$ cat src/hw/rtl/rmq_pkg.sv
// ----------------------------------------------------------------------------
// rmq_pkg
// Shared types, constants and helpers for the rotation matrix to quaternion
// pipeline.
// ----------------------------------------------------------------------------
package rmq_pkg;

  localparam int RMQ_FRAC_BITS = 14;
  localparam int EW            = 17;
  localparam int QB            = 16;

  localparam logic [1:0] PATH_TRACE = 2'd0;

  localparam logic signed [15:0] SAT_MAX = 16'sh7fff;
  localparam logic signed [15:0] SAT_MIN = 16'sh8000;

  typedef struct packed {
    logic signed [15:0] m00;
    logic signed [15:0] m01;
    logic signed [15:0] m02;
    logic signed [15:0] m10;
    logic signed [15:0] m11;
    logic signed [15:0] m12;
    logic signed [15:0] m20;
    logic signed [15:0] m21;
    logic signed [15:0] m22;
  } rmq_in_t;

  typedef struct packed {
    logic signed [15:0] qw;
    logic signed [15:0] qx;
    logic signed [15:0] qy;
    logic signed [15:0] qz;
    logic [1:0]         path_used;
  } rmq_out_t;

  typedef logic signed [EW-1:0] rmq_e_t;

  typedef struct packed {
    logic [1:0]       path;
    rmq_e_t [2:0]     e;
  } rmq_ctx_t;

  function automatic logic [1:0] succ(input logic [1:0] i);
    logic [1:0] s;
    case (i)
      2'd0:    s = 2'd1;
      2'd1:    s = 2'd2;
      default: s = 2'd0;
    endcase
    return s;
  endfunction

endpackage

$ cat src/hw/rtl/rmq_front.sv
// ----------------------------------------------------------------------------
// rmq_front
// Path select, root argument and the three numerator terms; one stage.
// ----------------------------------------------------------------------------
module rmq_front import rmq_pkg::*; #(
  parameter int FRAC_BITS = RMQ_FRAC_BITS,
  parameter int AW        = 18
) (
  input  logic          clk,
  input  logic          rst_n,
  input  logic          in_valid,
  output logic          in_stall,
  input  rmq_in_t       in_data,
  output logic          out_valid,
  input  logic          out_stall,
  output logic [AW-1:0] arg,
  output rmq_ctx_t      ctx
);

  localparam int SA = AW + 1;
  localparam logic signed [SA-1:0] ONE_S = SA'(1) <<< FRAC_BITS;

  logic signed [15:0]   mm [3][3];
  logic signed [SA-1:0] tr;
  logic signed [SA-1:0] arg_s;
  logic [1:0]           piv, j, k;
  logic [AW-1:0]        arg_nxt, arg_r;
  rmq_ctx_t             ctx_nxt, ctx_r;
  logic                 v_r;
  logic                 ready;

  assign mm[0][0] = in_data.m00;
  assign mm[0][1] = in_data.m01;
  assign mm[0][2] = in_data.m02;
  assign mm[1][0] = in_data.m10;
  assign mm[1][1] = in_data.m11;
  assign mm[1][2] = in_data.m12;
  assign mm[2][0] = in_data.m20;
  assign mm[2][1] = in_data.m21;
  assign mm[2][2] = in_data.m22;

  assign tr = SA'(in_data.m00) + SA'(in_data.m11) + SA'(in_data.m22);

  always_comb begin
    piv = 2'd0;
    if (mm[1][1] > mm[0][0]) piv = 2'd1;
    if (mm[2][2] > mm[piv][piv]) piv = 2'd2;
    j = succ(piv);
    k = succ(j);
    if (tr > 0) begin
      arg_s      = tr + ONE_S;
      ctx_nxt.path = PATH_TRACE;
      ctx_nxt.e[0] = EW'(mm[1][2]) - EW'(mm[2][1]);
      ctx_nxt.e[1] = EW'(mm[2][0]) - EW'(mm[0][2]);
      ctx_nxt.e[2] = EW'(mm[0][1]) - EW'(mm[1][0]);
    end else begin
      arg_s      = SA'(mm[piv][piv]) - (SA'(mm[j][j]) + SA'(mm[k][k])) + ONE_S;
      ctx_nxt.path = piv + 2'd1;
      ctx_nxt.e[0] = EW'(mm[j][k]) - EW'(mm[k][j]);
      ctx_nxt.e[1] = EW'(mm[piv][j]) + EW'(mm[j][piv]);
      ctx_nxt.e[2] = EW'(mm[piv][k]) + EW'(mm[k][piv]);
    end
    arg_nxt = (arg_s > 0) ? arg_s[AW-1:0] : '0;
  end

  assign ready    = !v_r || !out_stall;
  assign in_stall = !ready;

  always_ff @(posedge clk) begin
    if (!rst_n) begin
      v_r <= 1'b0;
    end else if (ready) begin
      v_r <= in_valid;
    end
  end

  always_ff @(posedge clk) begin
    if (ready && in_valid) begin
      arg_r <= arg_nxt;
      ctx_r <= ctx_nxt;
    end
  end

  assign out_valid = v_r;
  assign arg       = arg_r;
  assign ctx       = ctx_r;

endmodule

$ cat config.mk
export PLATFORM = sky130hd
export DESIGN_NAME = rmq_front
export DESIGN_NICKNAME = d
export VERILOG_FILES = /design/src/hw/rtl/rmq_pkg.sv /design/src/hw/rtl/rmq_front.sv
export SDC_FILE = /design/constraint.sdc
export NUM_CORES = 1
export LEC_CHECK = 0
export ABC_AREA = 1
export BUFFER_PORTS_ARGS = -buffer_cell sky130_fd_sc_hd__buf_2
export CORE_ASPECT_RATIO = 0.9
export CORE_MARGIN = 2
export CORE_UTILIZATION = 50
export DETAILED_ROUTE_END_ITERATION = 6
export GPL_TIMING_DRIVEN = 0
export PLACE_DENSITY = 0.72
export SLEW_MARGIN = 40
export SYNTH_ARGS = -nofsm -noshare
export SYNTH_HDL_FRONTEND = slang
export SYNTH_SLANG_ARGS = --single-unit
$ cat constraint.sdc
create_clock -name clk -period 21.8 [get_ports clk]
set_input_delay 4.36 -clock clk [delete_from_list [all_inputs] [get_ports clk]]
set_output_delay 4.36 -clock clk [all_outputs]
set_load 0.005 [all_outputs]
==> flow_metrics.env, run 1 <==
export IMPL_outcome="finished clean"
export IMPL_syn_to_final_growth_pct=14.5
export IMPL_io_buffers=220
export IMPL_initial_utilization_pct=51.3
export IMPL_pwr_density_cell_nw_per_um2=139
export IMPL_ios=221
export IMPL_grt_pass1_wl_um=76400
export IMPL_drcViolationCount=0
export IMPL_cp_slowest_cell="a221oi_1"
export IMPL_start_kind="input pin"
export IMPL_gp_congestion=1.01
export IMPL_grt_busiest_layer="met1"
export IMPL_vias_per_cell=5.90
export IMPL_yosysMostFrequentCell="nand2_1"
export IMPL_cts_max_path_buffers=2
export IMPL_hold_class="reg -> reg"
export IMPL_ys_seq_area_share_pct=16.6
export IMPL_cp_end_kind="flip-flop"
export IMPL_reg2reg_slack_ns=19.91
export IMPL_ys_ff_latch=72
export IMPL_totalNegativeSetupSlack_ns=0
export IMPL_synth_largest_area_cell="ha_1"
export IMPL_clkLatencyLatePin_ns=0.36
export IMPL_nFillCells=2497
export IMPL_synthTopCellsByCount="432 x nand2_1, 261 x inv_1, 178 x a21oi_1, 178 x ha_1, 149 x nor2_1"
export IMPL_worstMarginPinSlew_ns=0.934
export IMPL_synth_nets=2269
export IMPL_irDropWorstVdd_uv=69.9
export IMPL_required_ns=21.92
export IMPL_hold_viol_final=0
export IMPL_dpl_hpwl_um=42600
export IMPL_cts_tree="yes"
export IMPL_synth_edff_count=71
export IMPL_grt_ovfl_total=0
export IMPL_design_area_um2=14900
export IMPL_cts_buffers=9
export IMPL_max_freq_ghz=0.0717
export IMPL_wl_per_cell_um=20.7
export IMPL_netSwitchingFraction_pct=56.0
export IMPL_drive_above_1_share_pct=13.2
export IMPL_gr_usage_met1_pct=54.3
export IMPL_min_period_over_period_pct=64.0
export IMPL_cp_data_arrival_time_ns=14.07
export IMPL_finalSetupViolCount=0
export IMPL_cts_clk_slew_worst_paths_ns=0.07
export IMPL_met2_usage_pct=51.6
export IMPL_use_met3_pct=10.6
export IMPL_pwr_share_clk_pct=7.3
export IMPL_track_usage_pct=36.9
export IMPL_antenna_found_initial=1
export IMPL_slew_violations=0
export IMPL_synthArstFlopShare_pct=0
export IMPL_netlist_area_leader_share_pct=17.1
export IMPL_grt_max_degree=22
export IMPL_mappedNetlistArea_um2=13000
export IMPL_vias=14671
export IMPL_ys_types=46
export IMPL_rsz0062_at_grt="no"
export IMPL_die_h_um=157
export IMPL_p_switching_mw=1.15
export IMPL_rows=55
export IMPL_leakage_nw=7.58
export IMPL_syn_avg_cell_area_um2=6.83
export IMPL_cpMostUsedCell="nand2_1"
export IMPL_synth_cells=1903
export IMPL_die_area_um2=27300
export IMPL_p_comb_share_pct=80.9
export IMPL_cts_root_buf="clkbuf_16"
export IMPL_crit_type="in -> reg"
export IMPL_intPower_mw=0.907
export IMPL_core_area_um2=25300
export IMPL_ys_flop_type="edfxtp_1"
export IMPL_crit_path_max_fanout=10
export IMPL_firstDrtPassIters=6
export IMPL_maxSlewHeadroom_pct=37.7
export IMPL_cts_sinks=72
export IMPL_yosysWarnings=0
export IMPL_p_total_mw=2.06
export IMPL_seqPwrFrac_pct=11.8
export IMPL_postCtsSetupBuffers=0
export IMPL_antenna_left=0
export IMPL_die_w_um=174
export IMPL_final_nets=2504
export IMPL_postCtsHoldBufs=0
export IMPL_finalCriticalPeriod_ns=13.95
export IMPL_drt_iter0_markers=2051
export IMPL_htree_levels=3
export IMPL_placed_area_um2=14600
export IMPL_antennaDiodeCount=0
export IMPL_max_cap_viol_count=0
export IMPL_cts_resized=0
export IMPL_fin_worst_skew_ns=0.0115
export IMPL_finalWirelength_um=51500
export IMPL_grt_pass1_vias=13203
export IMPL_netlist_top_cells_area="ha_1 17%, edfxtp_1 16%, nand2_1 12%"
export IMPL_max_stage_delay_ns=0.77
## flip-flops by register name, summed over array words and instances, names as in the netlist
register / flops
ctx: 53
arg: 18
out_valid: 1
## final cells by class
cell class	instances	area, µm²	share of cell area [%]
sequential	72	2150	14.5
inverter	265	995	6.69
timing repair buffer	224	1170	7.87
buffer	63	273	1.83
clock inverter	6	43.8	0.294
tap	342	428	2.88
multi-input combinational	1503	9580	64.4
clock buffer	10	229	1.54
## cell families after synthesis
| group | synth area share (%) |
|---|---|
| compound gates | 22.0 |
| xor+xnor | 4.99 |
| fa+ha+maj | 23.3 |
| buf+inv | 9.75 |
| flops | 16.6 |
| mux | 0.308 |
| simple gates | 23.1 |
## path summary, 6_finish.rpt
kind                              startpoint        end  depth (start not counted)
worst min register to register     out_valid  out_valid                          2
worst max-delay path            in_data[131]     arg[8]                         45
worst min-delay path               out_valid  out_valid                          2
worst max register to register     out_valid    ctx[16]                          6
## power by group through the flow
stage,Clock (mW),Sequential [mW],Combinational [mW]
after detailed placement,0,0.247,1.60
after global placement,0,0.247,1.59
after CTS,0.151,0.245,1.61
final,0.151,0.244,1.67
after floorplan,0,0.256,1.12
after global routing,0.154,0.249,1.83
## critical path, delay by kind of cell
| family | cells | cell delay (ns) |
|---|---|---|
| simple gates | 19 | 2.33 |
| compound gates | 10 | 2.92 |
| buf+inv | 9 | 2.25 |
| xor+xnor | 1 | 0.18 |
| fa+ha+maj | 6 | 2.04 |
## metal layers
metal  routed length (µm)  vias to the layer above  share of wire [%]
li1                     -                     6979                  -
met1                23200                     6653                 45
met2                20000                      922                 39
met3                 6790                      115                 13
met4                 1490                        2                2.9
met5                   13                        -              0.025
## placed cells by master, fill, tap and decap left out, drive strengths merged, types with 3 or more instances in the layout
cell	count
nor2	160
o2bb2ai	9
a221oi	4
a21o	5
o211ai	12
a21oi	179
o21bai	7
o22ai	68
a31oi	5
buf	235
clkbuf	62
xnor2	30
nand3	72
o21ai	136
o31ai	7
nand2	439
fa	40
inv	266
a211oi	3
ha	178
clkinv	4
xor2	44
edfxtp	71
nand3b	12
mux2i	4
nor3	11
nand4	20
o221ai	39
a21boi	10
or2	3
## per-stage QoR
stage	cells	util, %	worst slack [ns]	hold slack, ns
after global routing	2485	58.7	7.56	0.534
after global placement	2465	57.3	8.07	0.476
after floorplan	1903	-	10.73	0.479
after CTS	2484	58.7	8.32	0.511
final	2485	58.7	7.85	0.501
after detailed placement	2468	57.6	7.97	0.503
(Power assumes the default switching activity.)
==> inputs of run 2 (changes only) <==
Settings changed: ABC_AREA 1 to 0, PLACE_DENSITY 0.72 to 0.75.
Clock period 21.8 ns to 11.55 ns, I/O delays scaled along.
==> flow_metrics.env, run 2 <==
export IMPL_outcome="finished clean"
export IMPL_synthTopCellsByCount="234 x mux2i_1, 178 x ha_1, 132 x inv_1"
export IMPL_dpl_hpwl_um=36800
export IMPL_firstDrtPassIters=6
export IMPL_fin_worst_skew_ns=0.0108
export IMPL_pwr_density_cell_nw_per_um2=226
export IMPL_vias_per_cell=6.12
export IMPL_core_area_um2=27100
export IMPL_drt_iter0_markers=1004
export IMPL_clkLatencyLatePin_ns=0.36
export IMPL_crit_path_max_fanout=10
export IMPL_netlist_area_leader_share_pct=16.9
export IMPL_seqCellArea_um2=2150
export IMPL_max_stage_delay_ns=0.65
export IMPL_drcViolationCount=0
export IMPL_utilization_pct=58.5
export IMPL_drive_above_1_share_pct=23.7
export IMPL_grt_ovfl_total=0
export IMPL_hold_viol_final=0
export IMPL_synth_cells=1488
export IMPL_cts_tree="yes"
export IMPL_yosysMostFrequentCell="mux2i_1"
export IMPL_final_common_cell="mux2i_1"
export IMPL_place_inst=2067
export IMPL_mappedNetlistArea_um2=13800
export IMPL_slew_violations=0
export IMPL_die_area_um2=29000
export IMPL_finalWirelength_um=44900
export IMPL_netlist_top_cells_area="mux2i_1 17%, ha_1 16%, edfxtp_1 15%"
export IMPL_totalNegativeSetupSlack_ns=0
export IMPL_p_total_mw=3.58
export IMPL_io_buffers=220
export IMPL_cts_max_path_buffers=2
export IMPL_worstMarginPinSlew_ns=0.931
export IMPL_grt_pass1_wl_um=67600
export IMPL_stdcell_count=2086
export IMPL_irDropWorstVdd_uv=142
export IMPL_ys_types=71
export IMPL_ios=221
export IMPL_vias=12771
export IMPL_cts_root_buf="clkbuf_16"
export IMPL_p_switching_mw=1.73
export IMPL_antenna_found_initial=2
export IMPL_seqPwrFrac_pct=13.0
export IMPL_grt_pass1_vias=12334
export IMPL_start_kind="input pin"
export IMPL_min_period_over_period_pct=97.2
export IMPL_yosysWarnings=0
export IMPL_synthArstFlopShare_pct=0
export IMPL_layout_common_cells="233 x mux2i_1, 231 x buf_2, 178 x ha_1"
export IMPL_gp_congestion=0.956
export IMPL_multiInputGateArea_um2=11000
export IMPL_finalSetupViolCount=0
export IMPL_nFillCells=2424
export IMPL_antenna_left=0
export IMPL_grt_max_degree=22
export IMPL_required_ns=11.67
export IMPL_cts_clk_slew_worst_paths_ns=0.07
export IMPL_netSwitchingFraction_pct=48.2
export IMPL_rsz0062_at_grt="no"
export IMPL_ys_ff_latch=72
export IMPL_cts_sinks=72
export IMPL_cp_data_arrival_time_ns=11.35
export IMPL_synth_nets=1854
export IMPL_htree_levels=3
export IMPL_p_comb_share_pct=78.6
export IMPL_track_usage_pct=29.9
export IMPL_wl_per_cell_um=21.5
export IMPL_ys_seq_area_share_pct=15.5
export IMPL_max_cap_viol_count=0
export IMPL_maxSlewHeadroom_pct=37.9
export IMPL_die_w_um=179
export IMPL_pwr_share_clk_pct=8.4
export IMPL_leakage_nw=7.67
export IMPL_max_freq_ghz=0.0891
export IMPL_whs_ns=0.678
export IMPL_ys_flop_type="edfxtp_1"
export IMPL_finalCriticalPeriod_ns=11.23
export IMPL_cp_slowest_cell="or4b_2"
export IMPL_intPower_mw=1.86
export IMPL_cp_end_kind="flip-flop"
export IMPL_syn_to_final_growth_pct=14.5
export IMPL_crit_type="in -> reg"
export IMPL_die_h_um=162
export IMPL_synth_largest_area_cell="mux2i_1"
export IMPL_syn_avg_cell_area_um2=9.31
export IMPL_final_nets=2091
export IMPL_largest_reg_flops=53
export IMPL_hold_class="reg -> reg"
export IMPL_initial_utilization_pct=51.1
export IMPL_synth_edff_count=71
export IMPL_cts_buffers=9
export IMPL_rows=57
-- run 2: cell count changes after synthesis, moves of 22 or more --
| cell | before | now |
|---|---|---|
| mux2_2 | 0 | 117 |
| o221ai_1 | 39 | 0 |
| nand2_1 | 432 | 55 |
| o21ai_0 | 135 | 56 |
| inv_1 | 261 | 132 |
| a21oi_1 | 178 | 76 |
| clkbuf_1 | 52 | 14 |
| nor2_1 | 149 | 56 |
| nand3_1 | 67 | 27 |
| o22ai_1 | 68 | 0 |
| nor2b_1 | 0 | 28 |
| o21a_1 | 1 | 28 |
| mux2i_1 | 4 | 234 |
| or3_1 | 0 | 22 |
-- run 2: layer usage --
layer  track usage (%)  up-vias  wire length, µm
met5                 0        -               11
met3              6.19      115             3830
met4              11.2        2             1650
met2              46.9      568            19300
li1                  -     6019                -
met1              40.5     6067            20100
-- run 2: what timing repair did --
action / in CTS / in global routing
cloned: 0 / 0
pin swaps: 1 / 1
buffers inserted: 1 / 0
resized for setup: 6 / 12
hold buffers: 0 / 0
endpoints found under the setup margin: 15 / 18
-- run 2: path summary, 6_finish.rpt --
check	slack (ns)	from	cells after the start	endpoint
worst min register to register	0.68	out_valid	2	out_valid
worst min-delay path	0.68	out_valid	2	out_valid
worst max register to register	10.18	out_valid	4	ctx[6]
worst max-delay path	0.32	in_data[143]	36	arg[5]
-- run 2: area by class of cell --
type                            count  share of cell area, %
Multi-Input combinational cell   1241                   69.4
Tap cell                          354                   2.79
Buffer                             43                   1.66
Antenna cell                        2                 0.0316
Clock buffer                       11                   1.47
Clock inverter                      5                  0.363
Timing Repair Buffer              226                   7.57
Sequential cell                    72                   13.6
Inverter                          132                   3.12
-- run 2: kinds of logic (layout without fill, tap and decap cells) --
family          Yosys count  in the layout  synth area share, %
xor+xnor                 83             83                 5.25
other cells               0              2                    0
fa+ha+maj               218            218                 21.9
compound gates          290            290                 14.0
flops                    72             72                 15.5
buf+inv                 175            417                 5.28
mux                     365            365                 27.6
simple gates            285            285                 10.5
-- run 2: power groups by stage --
stage / registers (mW) / logic, mW / clock network [mW]
2_1_floorplan: 0.482 / 1.98 / 0
3_3_place_gp: 0.471 / 2.62 / 0
4_1_cts: 0.466 / 2.74 / 0.306
6_report: 0.465 / 2.82 / 0.302
3_5_place_dp: 0.470 / 2.69 / 0
5_1_grt: 0.473 / 3.08 / 0.311
-- run 2: critical path: cells and delay by family --
family | cells | cell delay (ns)
AO/OA/AOI/OAI | 13 | 2.81
adder cells (fa/ha/maj) | 6 | 2.05
buffers and inverters | 9 | 1.92
AND/OR/NAND/NOR | 5 | 1.28
multiplexers | 3 | 0.94
-- run 2: metrics by stage --
| stage | setup slack, ns | instance area, µm² |
|---|---|---|
| final | 0.324 | 15900 |
| after global routing | 0.0195 | 15900 |
| after CTS | 0.0512 | 15800 |
| after detailed placement | -0.927 | 15500 |
| after global placement | -0.701 | 15400 |
| after floorplan | 1.34 | 13800 |
==> inputs of run 3 (changes only) <==
Settings changed: BUFFER_PORTS_ARGS -buffer_cell sky130_fd_sc_hd__buf_2 to default, CORE_UTILIZATION 50 to 61, DONT_BUFFER_PORTS from default to 1, PLACE_DENSITY 0.75 to 0.8.
==> flow_metrics.env, run 3 (synthesized netlist as in run 2, its figures left out) <==
export IMPL_grt_max_degree=22
export IMPL_crit_path_max_fanout=10
export IMPL_gp_congestion=1.01
export IMPL_hold_viol_final=0
export IMPL_utilization_pct=65.5
export IMPL_fin_ws_ns=0.346
export IMPL_max_stage_delay_ns=0.64
export IMPL_whs_ns=0.723
export IMPL_met2_usage_pct=54.8
export IMPL_cts_max_path_buffers=2
export IMPL_r2r_start="out_valid"
export IMPL_cp_data_arrival_time_ns=11.40
export IMPL_layout_common_cells="234 x mux2i_1, 178 x ha_1, 132 x inv_1"
export IMPL_cts_buffers=9
export IMPL_cp_end_kind="flip-flop"
export IMPL_io_buffers=0
export IMPL_firstDrtPassIters=6
export IMPL_htree_levels=3
export IMPL_cts_root_buf="clkbuf_16"
export IMPL_gr_usage_met1_pct=44.5
export IMPL_max_cap_viol_count=0
export IMPL_slew_violations=0
export IMPL_irDropWorstVdd_uv=157
export IMPL_grt_pass1_vias=11460
export IMPL_min_path_cells=2
export IMPL_pwr_density_cell_nw_per_um2=232
export IMPL_place_ws_ns=-0.620
export IMPL_drive_above_1_share_pct=12.3
export IMPL_die_area_um2=23900
export IMPL_worstMarginPinSlew_ns=0.913
export IMPL_rr_worst_depth=4
export IMPL_ios=221
export IMPL_cpMostUsedCell="ha_1"
export IMPL_p_total_mw=3.41
export IMPL_clkLatencyLatePin_ns=0.36
export IMPL_outcome="finished clean"
export IMPL_cts_tree="yes"
export IMPL_required_ns=11.75
export IMPL_grt_busiest_layer="met2"
export IMPL_largest_reg_flops=53
export IMPL_min_period_over_period_pct=97.0
export IMPL_antennaDiodeCount=0
export IMPL_reg2reg_slack_ns=9.77
export IMPL_die_h_um=147
export IMPL_start_kind="input pin"
export IMPL_final_nets=1871
export IMPL_cts_clk_slew_worst_paths_ns=0.06
export IMPL_use_met3_pct=11.5
export IMPL_vias_per_cell=6.53
export IMPL_final_common_cell="mux2i_1"
export IMPL_worstReg2RegEnd="ctx[5]"
export IMPL_antenna_left=0
export IMPL_track_usage_pct=34.5
export IMPL_syn_to_final_growth_pct=5.77
export IMPL_wl_per_cell_um=23.2
export IMPL_dpl_hpwl_um=34400
export IMPL_drt_iter0_markers=887
export IMPL_antenna_found_initial=0
export IMPL_max_freq_ghz=0.0893
export IMPL_leakage_nw=6.78
export IMPL_hold_end="out_valid"
export IMPL_vias=11799
export IMPL_fin_worst_skew_ns=0.00754
export IMPL_finalWirelength_um=42000
export IMPL_hold_class="reg -> reg"
export IMPL_maxSlewHeadroom_pct=39.1
export IMPL_grt_pass1_wl_um=63300
export IMPL_grt_ovfl_total=0
export IMPL_rows=52
export IMPL_crit_type="in -> reg"
export IMPL_cp_slowest_cell="or4b_2"
export IMPL_rsz0062_at_grt="no"
export IMPL_core_area_um2=22400
export IMPL_cts_sinks=72
export IMPL_initial_utilization_pct=61.9
export IMPL_finalCriticalPeriod_ns=11.20
export IMPL_hp_start="out_valid"
export IMPL_drcViolationCount=0
export IMPL_die_w_um=163
export IMPL_finalSetupViolCount=0
## run 3: cell types whose count changed in the layout (fill, tap and decap cells not counted), sizes merged
cell    delta
diode      -2
clkbuf     -3
buf      -217
## run 3: power by group
part           internal [mW]  switching [mW]  leakage, nW
combinational           1.16            1.46         5.95
sequential             0.443          0.0486        0.698
clock                  0.168           0.132        0.133
total                   1.77            1.64         6.78
## run 3: how the worst max path moves through the flow
stage | to | depth (start not counted) | startpoint | slack, ns
floorplan | arg[12] | 34 | in_data[143] | 1.34
global placement | arg[15] | 36 | in_data[143] | -0.56
detailed placement | arg[14] | 37 | in_data[143] | -0.62
CTS | arg[14] | 37 | in_data[143] | 0.02
global route | arg[10] | 37 | in_data[143] | 0.02
finish | arg[10] | 37 | in_data[143] | 0.35
## run 3: per-layer routing
| metal | up-vias | wire [µm] |
|---|---|---|
| li1 | 5563 | - |
| met3 | 88 | 4660 |
| met5 | - | 0 |
| met2 | 514 | 18600 |
| met1 | 5634 | 17500 |
| met4 | 0 | 1290 |
## run 3: final cells by class
type | count | area, µm²
multi-input cells | 1241 | 11000
fillers | 1892 | 7730
flip-flops and latches | 72 | 2150
inverters | 132 | 495
well taps | 297 | 372
plain buffers | 43 | 249
clock buffers | 11 | 233
repair buffers | 6 | 90.1
clock inverters | 5 | 57.6
## run 3: worst max-delay path, delay by kind of cell
kind | cells | cell delay, ns
AO/OA/AOI/OAI | 13 | 2.71
adder cells (fa/ha/maj) | 6 | 2.10
buffers and inverters | 10 | 2.30
multiplexers | 3 | 0.71
AND/OR/NAND/NOR | 5 | 1.25
## run 3: per-stage QoR
stage / TNS, ns / cell area (µm²) / cells
after global routing: 0 / 14600 / 1807
after global placement: -7.71 / 14200 / 1785
after floorplan: 0 / 13800 / 1488
after detailed placement: -8.16 / 14300 / 1789
after CTS: 0 / 14600 / 1805
final: 0 / 14600 / 1807
## run 3: repair_timing
action                                 in CTS  in global routing
hold buffers                                0                  0
endpoints found under the hold margin       0                  0
gates resized for setup                     3                  8
buffers inserted                            0                  1
pin swaps                                   0                  1
setup endpoints to repair                  12                 18
